===== src/uttx_pkg.sv =====
`timescale 1ns / 1ps
// ----------------------------------------------------------------------------
// uttx_pkg
// Shared types and constants of the UUID text timestamp extractor.
// ----------------------------------------------------------------------------
package uttx_pkg;

  localparam int unsigned QUEUE_DEPTH = 4;

  localparam int unsigned TEXT_LEN   = 36;
  localparam int unsigned POS_W      = 6;
  localparam int unsigned TIME_W     = 64;
  localparam int unsigned ODD_W      = 17;
  localparam int unsigned MAGIC_W    = 26;
  localparam int unsigned PART_W     = ODD_W + 8;
  localparam int unsigned PROD_W     = PART_W + MAGIC_W;

  localparam logic [7:0] CHAR_DASH  = 8'h2D;
  localparam logic [7:0] CHAR_0     = 8'h30;
  localparam logic [7:0] CHAR_9     = 8'h39;
  localparam logic [7:0] CHAR_LC_A  = 8'h61;
  localparam logic [7:0] CHAR_LC_F  = 8'h66;
  localparam logic [7:0] CHAR_UC_A  = 8'h41;
  localparam logic [7:0] CHAR_UC_F  = 8'h46;

  localparam logic [1:0] STATUS_OK        = 2'd0;
  localparam logic [1:0] STATUS_MALFORMED = 2'd1;
  localparam logic [1:0] STATUS_NO_TIME   = 2'd2;

  localparam logic [3:0] VER_GREGORIAN = 4'd1;
  localparam logic [3:0] VER_UNIX_MS   = 4'd7;

  localparam logic [TIME_W-1:0] GREGORIAN_OFFSET = 64'd122192928000000000;

  localparam logic [1:0] DIV_NONE    = 2'd0;
  localparam logic [1:0] DIV_MS_S    = 2'd1;
  localparam logic [1:0] DIV_TICK_MS = 2'd2;
  localparam logic [1:0] DIV_TICK_S  = 2'd3;

  typedef struct packed {
    logic [1:0]        status;
    logic [3:0]        version;
    logic [TIME_W-1:0] value;
    logic [1:0]        div_sel;
  } job_t;

  // Each divisor is split into a power of two, removed by a shift, and an
  // odd part, which is divided a byte at a time by multiplying with its
  // rounded-up reciprocal. The reciprocal is exact for partial dividends
  // below 2^25.
  function automatic logic [2:0] pow2_of(input logic [1:0] sel);
    logic [2:0] s;
    case (sel)
      DIV_MS_S:    s = 3'd3;
      DIV_TICK_MS: s = 3'd4;
      DIV_TICK_S:  s = 3'd7;
      default:     s = 3'd0;
    endcase
    return s;
  endfunction

  function automatic logic [ODD_W-1:0] odd_of(input logic [1:0] sel);
    logic [ODD_W-1:0] d;
    case (sel)
      DIV_MS_S:    d = 17'd125;
      DIV_TICK_MS: d = 17'd625;
      DIV_TICK_S:  d = 17'd78125;
      default:     d = 17'd1;
    endcase
    return d;
  endfunction

  function automatic logic [MAGIC_W-1:0] magic_of(input logic [1:0] sel);
    logic [MAGIC_W-1:0] m;
    case (sel)
      DIV_MS_S:    m = 26'd34359739;
      DIV_TICK_MS: m = 26'd54975582;
      DIV_TICK_S:  m = 26'd56294996;
      default:     m = 26'd0;
    endcase
    return m;
  endfunction

  function automatic logic [5:0] magic_shift_of(input logic [1:0] sel);
    logic [5:0] s;
    case (sel)
      DIV_MS_S:    s = 6'd32;
      DIV_TICK_MS: s = 6'd35;
      DIV_TICK_S:  s = 6'd42;
      default:     s = 6'd0;
    endcase
    return s;
  endfunction

endpackage


===== src/uttx_front.sv =====
`timescale 1ns / 1ps
// ----------------------------------------------------------------------------
// uttx_front
// Parses the UUID text one character per item and emits one job per text.
// ----------------------------------------------------------------------------
module uttx_front (
  input  logic          clk_i,
  input  logic          rst_ni,
  input  logic          cfg_we_i,
  input  logic          cfg_wdata_i,
  input  logic          item_valid_i,
  input  logic [7:0]    char_code_i,
  input  logic          last_char_i,
  output logic          job_valid_o,
  output uttx_pkg::job_t job_o
);
  import uttx_pkg::*;

  logic              seconds_q;
  logic [POS_W-1:0]  pos_q, pos_d;
  logic              err_q, err_d;
  logic [3:0]        ver_q, ver_d;
  logic [31:0]       low_q, low_d;
  logic [15:0]       mid_q, mid_d;
  logic [11:0]       high_q, high_d;

  logic       is_digit, is_lc, is_uc, is_hex, dash_pos, beyond, bad, err_all;
  logic [3:0] nib;
  logic [7:0] lc_off, uc_off;

  assign is_digit = (char_code_i >= CHAR_0) && (char_code_i <= CHAR_9);
  assign is_lc    = (char_code_i >= CHAR_LC_A) && (char_code_i <= CHAR_LC_F);
  assign is_uc    = (char_code_i >= CHAR_UC_A) && (char_code_i <= CHAR_UC_F);
  assign is_hex   = is_digit || is_lc || is_uc;
  assign lc_off   = char_code_i - CHAR_LC_A + 8'd10;
  assign uc_off   = char_code_i - CHAR_UC_A + 8'd10;

  always_comb begin
    nib = 4'd0;
    if (is_digit) begin
      nib = char_code_i[3:0];
    end else if (is_lc) begin
      nib = lc_off[3:0];
    end else if (is_uc) begin
      nib = uc_off[3:0];
    end
  end

  assign beyond   = pos_q >= POS_W'(TEXT_LEN);
  assign dash_pos = (pos_q == 6'd8) || (pos_q == 6'd13) || (pos_q == 6'd18) ||
                    (pos_q == 6'd23);

  always_comb begin
    if (beyond) begin
      bad = 1'b1;
    end else if (dash_pos) begin
      bad = char_code_i != CHAR_DASH;
    end else begin
      bad = !is_hex;
    end
  end

  always_comb begin
    pos_d  = pos_q;
    err_d  = err_q;
    ver_d  = ver_q;
    low_d  = low_q;
    mid_d  = mid_q;
    high_d = high_q;
    if (item_valid_i) begin
      if (last_char_i) begin
        pos_d  = '0;
        err_d  = 1'b0;
        ver_d  = '0;
        low_d  = '0;
        mid_d  = '0;
        high_d = '0;
      end else begin
        err_d = err_q | bad;
        if (pos_q != '1) begin
          pos_d = pos_q + 1'b1;
        end
        if (!beyond && !dash_pos) begin
          if (pos_q < 6'd8) begin
            low_d = {low_q[27:0], nib};
          end else if (pos_q < 6'd13) begin
            mid_d = {mid_q[11:0], nib};
          end else if (pos_q == 6'd14) begin
            ver_d = nib;
          end else if (pos_q < 6'd18) begin
            high_d = {high_q[7:0], nib};
          end
        end
      end
    end
  end

  assign err_all = err_q | bad;

  always_comb begin
    job_o.status  = STATUS_NO_TIME;
    job_o.version = ver_q;
    job_o.value   = '0;
    job_o.div_sel = DIV_NONE;
    if (err_all || (pos_q != POS_W'(TEXT_LEN - 1))) begin
      job_o.status  = STATUS_MALFORMED;
      job_o.version = '0;
    end else if (ver_q == VER_GREGORIAN) begin
      job_o.status  = STATUS_OK;
      job_o.value   = {4'd0, high_q, mid_q, low_q};
      job_o.div_sel = seconds_q ? DIV_TICK_S : DIV_TICK_MS;
    end else if (ver_q == VER_UNIX_MS) begin
      job_o.status  = STATUS_OK;
      job_o.value   = {16'd0, low_q, mid_q};
      job_o.div_sel = seconds_q ? DIV_MS_S : DIV_NONE;
    end
  end

  assign job_valid_o = item_valid_i && last_char_i;

  always_ff @(posedge clk_i or negedge rst_ni) begin
    if (!rst_ni) begin
      seconds_q <= 1'b0;
      pos_q     <= '0;
      err_q     <= 1'b0;
      ver_q     <= '0;
      low_q     <= '0;
      mid_q     <= '0;
      high_q    <= '0;
    end else begin
      if (cfg_we_i) begin
        seconds_q <= cfg_wdata_i;
      end
      pos_q  <= pos_d;
      err_q  <= err_d;
      ver_q  <= ver_d;
      low_q  <= low_d;
      mid_q  <= mid_d;
      high_q <= high_d;
    end
  end

endmodule


===== src/uttx_fifo.sv =====
`timescale 1ns / 1ps
// ----------------------------------------------------------------------------
// uttx_fifo
// Short register queue of jobs between the parser and the divider.
// ----------------------------------------------------------------------------
module uttx_fifo #(
  parameter int unsigned Depth = uttx_pkg::QUEUE_DEPTH
) (
  input  logic           clk_i,
  input  logic           rst_ni,
  input  logic           wr_i,
  input  uttx_pkg::job_t wdata_i,
  output logic           full_o,
  input  logic           rd_i,
  output logic           empty_o,
  output uttx_pkg::job_t rdata_o
);
  import uttx_pkg::*;

  localparam int unsigned PtrW = (Depth > 1) ? $clog2(Depth) : 1;
  localparam int unsigned CntW = $clog2(Depth + 1);

  job_t            mem_q [Depth];
  logic [PtrW-1:0] wptr_q, rptr_q;
  logic [CntW-1:0] cnt_q;
  logic            do_wr, do_rd;

  assign full_o  = cnt_q == CntW'(Depth);
  assign empty_o = cnt_q == '0;
  assign do_wr   = wr_i && !full_o;
  assign do_rd   = rd_i && !empty_o;
  assign rdata_o = mem_q[rptr_q];

  function automatic logic [PtrW-1:0] next_ptr(input logic [PtrW-1:0] p);
    return (p == PtrW'(Depth - 1)) ? '0 : p + 1'b1;
  endfunction

  always_ff @(posedge clk_i) begin
    if (do_wr) begin
      mem_q[wptr_q] <= wdata_i;
    end
  end

  always_ff @(posedge clk_i or negedge rst_ni) begin
    if (!rst_ni) begin
      wptr_q <= '0;
      rptr_q <= '0;
      cnt_q  <= '0;
    end else begin
      if (do_wr) begin
        wptr_q <= next_ptr(wptr_q);
      end
      if (do_rd) begin
        rptr_q <= next_ptr(rptr_q);
      end
      if (do_wr && !do_rd) begin
        cnt_q <= cnt_q + 1'b1;
      end else if (do_rd && !do_wr) begin
        cnt_q <= cnt_q - 1'b1;
      end
    end
  end

endmodule


===== src/uttx_back.sv =====
`timescale 1ns / 1ps
// ----------------------------------------------------------------------------
// uttx_back
// Applies the epoch offset for version 1, divides by a constant a byte at a
// time unless no division is selected, and holds the result for the consumer.
// ----------------------------------------------------------------------------
module uttx_back (
  input  logic                        clk_i,
  input  logic                        rst_ni,
  input  logic                        job_empty_i,
  input  uttx_pkg::job_t              job_i,
  output logic                        job_pop_o,
  output logic                        empty_o,
  input  logic                        pop_i,
  output logic [1:0]                  status_o,
  output logic [3:0]                  version_o,
  output logic [uttx_pkg::TIME_W-1:0] unix_time_o
);
  import uttx_pkg::*;

  localparam logic [1:0] ST_IDLE = 2'd0;
  localparam logic [1:0] ST_MUL  = 2'd1;
  localparam logic [1:0] ST_SUB  = 2'd2;
  localparam logic [1:0] ST_HOLD = 2'd3;

  logic [1:0]        state_q, state_d;
  logic [2:0]        step_q;
  logic [TIME_W-1:0] num_q;
  logic [ODD_W-1:0]  rem_q;
  logic [7:0]        qd_q;
  logic [1:0]        sel_q;
  logic [1:0]        stat_q;
  logic [3:0]        ver_q;

  logic              res_valid_q;
  logic [1:0]        res_stat_q;
  logic [3:0]        res_ver_q;
  logic [TIME_W-1:0] res_time_q;

  logic              out_free, load, emit;
  logic [TIME_W-1:0] start_val, shifted;
  logic [PART_W-1:0] partial, qm, rem_full;
  logic [PROD_W-1:0] prod;
  logic [7:0]        qd_d;

  assign out_free  = !res_valid_q || pop_i;
  assign emit      = (state_q == ST_HOLD) && out_free;
  assign load      = !job_empty_i && ((state_q == ST_IDLE) || emit);
  assign job_pop_o = load;

  always_comb begin
    start_val = job_i.value;
    if ((job_i.div_sel == DIV_TICK_MS) || (job_i.div_sel == DIV_TICK_S)) begin
      start_val = job_i.value - GREGORIAN_OFFSET;
    end
  end

  assign shifted = start_val >> pow2_of(job_i.div_sel);

  assign partial  = {rem_q, num_q[TIME_W-1 -: 8]};
  assign prod     = PROD_W'(partial) * PROD_W'(magic_of(sel_q));
  assign qd_d     = 8'(prod >> magic_shift_of(sel_q));
  assign qm       = PART_W'(qd_q) * PART_W'(odd_of(sel_q));
  assign rem_full = partial - qm;

  always_comb begin
    state_d = state_q;
    case (state_q)
      ST_IDLE: begin
        if (load) begin
          state_d = (job_i.div_sel == DIV_NONE) ? ST_HOLD : ST_MUL;
        end
      end
      ST_MUL: begin
        state_d = ST_SUB;
      end
      ST_SUB: begin
        state_d = (step_q == '1) ? ST_HOLD : ST_MUL;
      end
      ST_HOLD: begin
        if (load) begin
          state_d = (job_i.div_sel == DIV_NONE) ? ST_HOLD : ST_MUL;
        end else if (emit) begin
          state_d = ST_IDLE;
        end
      end
      default: state_d = ST_IDLE;
    endcase
  end

  always_ff @(posedge clk_i) begin
    if (load) begin
      num_q  <= shifted;
      rem_q  <= '0;
      sel_q  <= job_i.div_sel;
      stat_q <= job_i.status;
      ver_q  <= job_i.version;
    end else if (state_q == ST_MUL) begin
      qd_q <= qd_d;
    end else if (state_q == ST_SUB) begin
      num_q <= {num_q[TIME_W-9:0], qd_q};
      rem_q <= rem_full[ODD_W-1:0];
    end
    if (emit) begin
      res_stat_q <= stat_q;
      res_ver_q  <= ver_q;
      res_time_q <= num_q;
    end
  end

  always_ff @(posedge clk_i or negedge rst_ni) begin
    if (!rst_ni) begin
      state_q     <= ST_IDLE;
      step_q      <= '0;
      res_valid_q <= 1'b0;
    end else begin
      state_q <= state_d;
      if (load) begin
        step_q <= '0;
      end else if (state_q == ST_SUB) begin
        step_q <= step_q + 1'b1;
      end
      if (emit) begin
        res_valid_q <= 1'b1;
      end else if (pop_i) begin
        res_valid_q <= 1'b0;
      end
    end
  end

  assign empty_o     = !res_valid_q;
  assign status_o    = res_stat_q;
  assign version_o   = res_ver_q;
  assign unix_time_o = res_time_q;

endmodule


===== src/uuid_text_timestamp_extractor_unit.sv =====
`timescale 1ns / 1ps
// ----------------------------------------------------------------------------
// uuid_text_timestamp_extractor_unit
// Extracts the Unix time from a UUID in text form, one character per item.
// ----------------------------------------------------------------------------
// The text enters at one character per clock with no gaps required while
// the queue is not full, and each final character places one job in a
// queue of QueueDepth entries. A result with status ok for version 1, or for
// version 7 in seconds mode, passes through a constant divider that handles
// the dividend one byte at a time, with a multiply step and a subtract step
// per byte, before it is held and registered on the result side; every other
// result passes from its hold state straight into the result registers, and
// such results follow one another every cycle while they are being taken. A
// divided result frees the divider before a full text can arrive, so input
// stalls only when the queue is full because results are not being taken.
module uuid_text_timestamp_extractor_unit #(
  parameter int unsigned QueueDepth = uttx_pkg::QUEUE_DEPTH
) (
  input  logic                        clk_i,
  input  logic                        rst_ni,
  input  logic                        cfg_we_i,
  input  logic                        cfg_wdata_i,
  input  logic                        push,
  output logic                        full,
  input  logic [7:0]                  char_code_i,
  input  logic                        last_char_i,
  output logic                        empty,
  input  logic                        pop,
  output logic [1:0]                  status_o,
  output logic [3:0]                  version_o,
  output logic [uttx_pkg::TIME_W-1:0] unix_time_o
);
  import uttx_pkg::*;

  logic accept, job_valid, job_empty, job_pop;
  job_t job_in, job_out;

  assign accept = push && !full;

  uttx_front u_front (
    .clk_i       (clk_i),
    .rst_ni      (rst_ni),
    .cfg_we_i    (cfg_we_i),
    .cfg_wdata_i (cfg_wdata_i),
    .item_valid_i(accept),
    .char_code_i (char_code_i),
    .last_char_i (last_char_i),
    .job_valid_o (job_valid),
    .job_o       (job_in)
  );

  uttx_fifo #(
    .Depth(QueueDepth)
  ) u_fifo (
    .clk_i  (clk_i),
    .rst_ni (rst_ni),
    .wr_i   (job_valid),
    .wdata_i(job_in),
    .full_o (full),
    .rd_i   (job_pop),
    .empty_o(job_empty),
    .rdata_o(job_out)
  );

  uttx_back u_back (
    .clk_i      (clk_i),
    .rst_ni     (rst_ni),
    .job_empty_i(job_empty),
    .job_i      (job_out),
    .job_pop_o  (job_pop),
    .empty_o    (empty),
    .pop_i      (pop),
    .status_o   (status_o),
    .version_o  (version_o),
    .unix_time_o(unix_time_o)
  );

endmodule

===== config.mk =====
export PLATFORM = sky130hd
export DESIGN_NAME = uuid_text_timestamp_extractor_unit
export DESIGN_NICKNAME = d
export VERILOG_FILES = /design/src/uttx_pkg.sv /design/src/uttx_front.sv /design/src/uttx_fifo.sv /design/src/uttx_back.sv /design/src/uuid_text_timestamp_extractor_unit.sv
export SDC_FILE = /design/constraint.sdc
export NUM_CORES = 2
export LEC_CHECK = 0
export ABC_AREA = 1
export BUFFER_PORTS_ARGS = -buffer_cell sky130_fd_sc_hd__buf_2
export CAP_MARGIN = 0
export CORE_MARGIN = 1
export CORE_UTILIZATION = 55
export CTS_CLUSTER_SIZE = 14
export DETAILED_ROUTE_END_ITERATION = 10
export GPL_TIMING_DRIVEN = 0
export PLACE_DENSITY_LB_ADDON = 0.15
export SYNTH_ARGS = -nofsm -noshare
export SYNTH_HDL_FRONTEND = slang
export SYNTH_HIERARCHICAL = 1
export SYNTH_SLANG_ARGS = --single-unit

===== constraint.sdc =====
create_clock -name clk_i -period 8.3 [get_ports clk_i]
set_clock_uncertainty 0.1 [all_clocks]
set_input_delay 1.66 -clock clk_i [delete_from_list [all_inputs] [get_ports clk_i]]
set_output_delay 1.66 -clock clk_i [all_outputs]
set_load 0.01 [all_outputs]

==> impl_metrics.toml <==
[floorplan]
rows = 108
core_area_mm2 = 0.08743
die_w_um = 300.0
die_area_mm2 = 0.09003
num_io_pins = 87
dieHeight_um = 300.0
start_util_pct = 55.88

[cts]
cts_made_buffers = 60
clk_path_buf_depth = 3
cts.clk_slew.worst_paths_ps = 70
cts_root_buf = "clkbuf_16"
clock_latency_ps = 710
clock_sinks = 540
htreeDepth = 2
tritoncts = "done"

[place]
port_buffers = 86
dp_hpwl_um = 132900
placed_cells = 6832
gp_routability_congestion = 1.022

[worst_setup_path]
start_kind = "flip-flop"
ff2ff_path_depth = 32
cp_top_family = "adder cells"
critPathMaxFanout = 10
r2r_start = "u_back/sel_q[1]"
critPathKind = "reg2reg"
cp_slowest_cell = "fa_1"
reg2reg_to = "u_back/qd_q[0]"
worstSetupStartpoint = "u_back/sel_q[1]"
critical_path_depth = 32
crit_buf_inv = 11
cp-endpoint = "u_back/qd_q[0]"
end_kind = "flip-flop"
rrSetupSlack_ps = 160
critPathRequiredTime_ps = 8570
arrival_ps = 8410
worst_path_largest_cell_delay_ps = 550

[yosys]
synth_xor_area_share_pct = 0.8784
ys.flop_type = "edfxtp_1"
synthSimpleGateAreaFrac_pct = 18.19
async_reset_ff_share_pct = 15.74
synth_compound_area_share_pct = 6.730
syn_area_mm2 = 0.04886
synth_seq_cells = 540
ys_warn_count = 6
ys_types = 66
synth_edf_count = 438
synth_top_family_by_area = "adder cells"
synth_cells = 5575
synth_mux_area_share_pct = 0.2254
synthAdderAreaFrac_pct = 29.67
yosysSeqAreaShare_pct = 31.97
avgSynthCellArea_um2 = 8.764

[detailed_routing]
drc = 0
vias_per_cell = 5.476
drt_wl_total_um = 160700
avgRoutedWirePerCell_um = 23.05
first_pass_iters = 8
vias = 38190
drt_iter0_markers = 3618
ant_nets = 0

[timing]
setup_violations = 0
max_freq_ghz = 0.1229
slew_viol_final = 0
timing.slew.headroom_pct = 32.34
tightest_slew_ps = 1012
layout_min_cycle_time_ps = 8138
hold_violations = 0
fin_crit_sh_pct = 98.05

[cells_and_area]
nFillCells = 7698
drive_gt1_share_pct = 10.09
syn2layout_area_growth_pct = 10.30
nets = 6633
final_cells = 6974

[grt]
grtUsageTotal_pct = 36.51
grt_pass1_vias = 38100
grt_start_max_net_pins = 65
antenna_found_initial = 0
overflow = 0
grt_pass1_wl_um = 239800

[hold_path]
min_path_type = "reg2reg"
whs_path_depth = 0

[outcome]
status = "completed"

[run]
drv_cap = 0
-- per-stage QoR --
stage                     setup TNS, ps  area (µm²)  hold slack [ps]  utilization (%)  worst slack, ps
after global routing             -17.07       53890            318.8            61.64           -14.54
after CTS                             0       53450            318.0            61.13            10.11
after floorplan                       0       48870            300.3                -            867.1
final                                 0       53890            314.4            61.64            162.1
after global placement          -225520       50740            303.9            58.04            -2747
after detailed placement         -18870       51060            305.4            58.40            -2704
-- how the worst min path moves through the flow --
stage / from / endpoint
after floorplan: u_back/stat_q[0] / u_back/status_o[0]
after global placement: u_back/stat_q[1] / u_back/status_o[1]
after detailed placement: u_back/ver_q[0] / u_back/version_o[0]
after CTS: u_back/ver_q[0] / u_back/version_o[0]
after global routing: u_back/ver_q[0] / u_back/version_o[0]
final: u_back/ver_q[0] / u_back/version_o[0]
-- logic make-up (layout without fill, tap and decap cells) --
| group | after synthesis | count (layout) |
|---|---|---|
| AOI/OAI and AO/OA | 486 | 486 |
| xor gates and xnor gates | 49 | 49 |
| adders and majority gates | 847 | 847 |
| buffers and inverters | 1546 | 1786 |
| DFF | 540 | 540 |
| muxes | 11 | 11 |
| other | 1 | 5 |
| and+or+nand+nor | 2095 | 2095 |
-- routing by layer --
layer  up-vias  GRT usage [%]  routed length [µm]
met5         -              0                   0
met4         0          18.50                9629
met3       367          5.174               11460
met2      1556          60.01               76220
met1     18550          47.35               63430
li1      17710              -                   -
-- flip-flops by register name, summed over array words and instances (netlist names), 2 cells and up --
| register | flops |
|---|---|
| u_front/ver_q | 4 |
| u_front/low_q | 32 |
| u_back/sel_q | 2 |
| u_front/mid_q | 16 |
| u_back/version_o | 4 |
| u_back/state_q | 2 |
| u_back/status_o | 2 |
| u_back/num_q | 64 |
| u_back/stat_q | 2 |
| u_fifo/wptr_q | 2 |
| u_back/qd_q | 8 |
| u_fifo/cnt_q | 3 |
| u_back/rem_q | 17 |
| u_back/unix_time_o | 64 |
| u_front/pos_q | 6 |
| u_fifo/rptr_q | 2 |
| u_back/step_q | 3 |
| u_fifo/mem_q | 288 |
| u_back/ver_q | 4 |
| u_front/high_q | 12 |
-- layout make-up --
cell class                      instances  area (µm²)  share of cell area [%]
Sequential cell                       540       15620                   28.98
Timing Repair Buffer                  134       987.2                   1.832
Multi-Input combinational cell       3492       27660                   51.32
Buffer                                146       954.7                   1.771
Clock inverter                         39       412.9                  0.7662
Inverter                             1397        5261                   9.763
Clock buffer                           70        1549                   2.874
Tap cell                             1155        1445                   2.682
Antenna cell                            1       2.502                0.004643
-- cell usage in the layout (no fill, tap or decap), types with 30 or more instances in the layout --
master / instances
fa_1: 511
nor2_4: 54
inv_1: 1372
o211ai_2: 50
nand4_1: 48
o21ai_0: 172
nor3_1: 30
nand3_1: 344
a21oi_1: 81
nand2_1: 1227
nand2_2: 35
nor2_1: 272
ha_1: 320
clkbuf_16: 64
edfxtp_1: 438
o211ai_1: 105
xor2_1: 39
buf_2: 149
clkbuf_1: 45
buf_4: 43
nor2_2: 41
dfrtp_1: 85
-- repair_timing --
item,4_1_cts,5_1_grt
buffers inserted,9,25
endpoints found under the setup margin,9,8
pin swaps,6,19
gates cloned,0,1
gates resized for setup,110,84
hold buffers,0,0
-- Yosys cell counts (9+ instances only) --
cell type     n  area, µm²
inv_1      1383       5191
nand2_1    1243       4666
fa_1        519      10390
edfxtp_1    438      13150
nand3_1     347       1737
ha_1        328       4104
nor2_1      324       1216
o21ai_0     173      865.8
o211ai_1    105      788.3
dfrtp_1      85       2127
a21oi_1      82      410.4
buf_2        65      325.3
clkbuf_1     52      195.2
o211ai_2     50      625.6
nand4_1      48      300.3
xor2_1       39      341.6
nor3_1       31      155.2
nor2_4       22      247.7
nand2_2      21      131.4
nor2_2       21      131.4
o221ai_1     19      166.4
dfxtp_1      17      340.3
o21ai_1      15      75.07
inv_2        14      52.55
buf_6        13      146.4
mux2i_1      11      110.1
or2_2        10      62.56
xnor2_1      10      87.58
o21bai_1      9      67.56
Power is left out: the tool's default activity adds up to more than one toggle a clock period on the data nets, which glitch-free logic cannot reach.
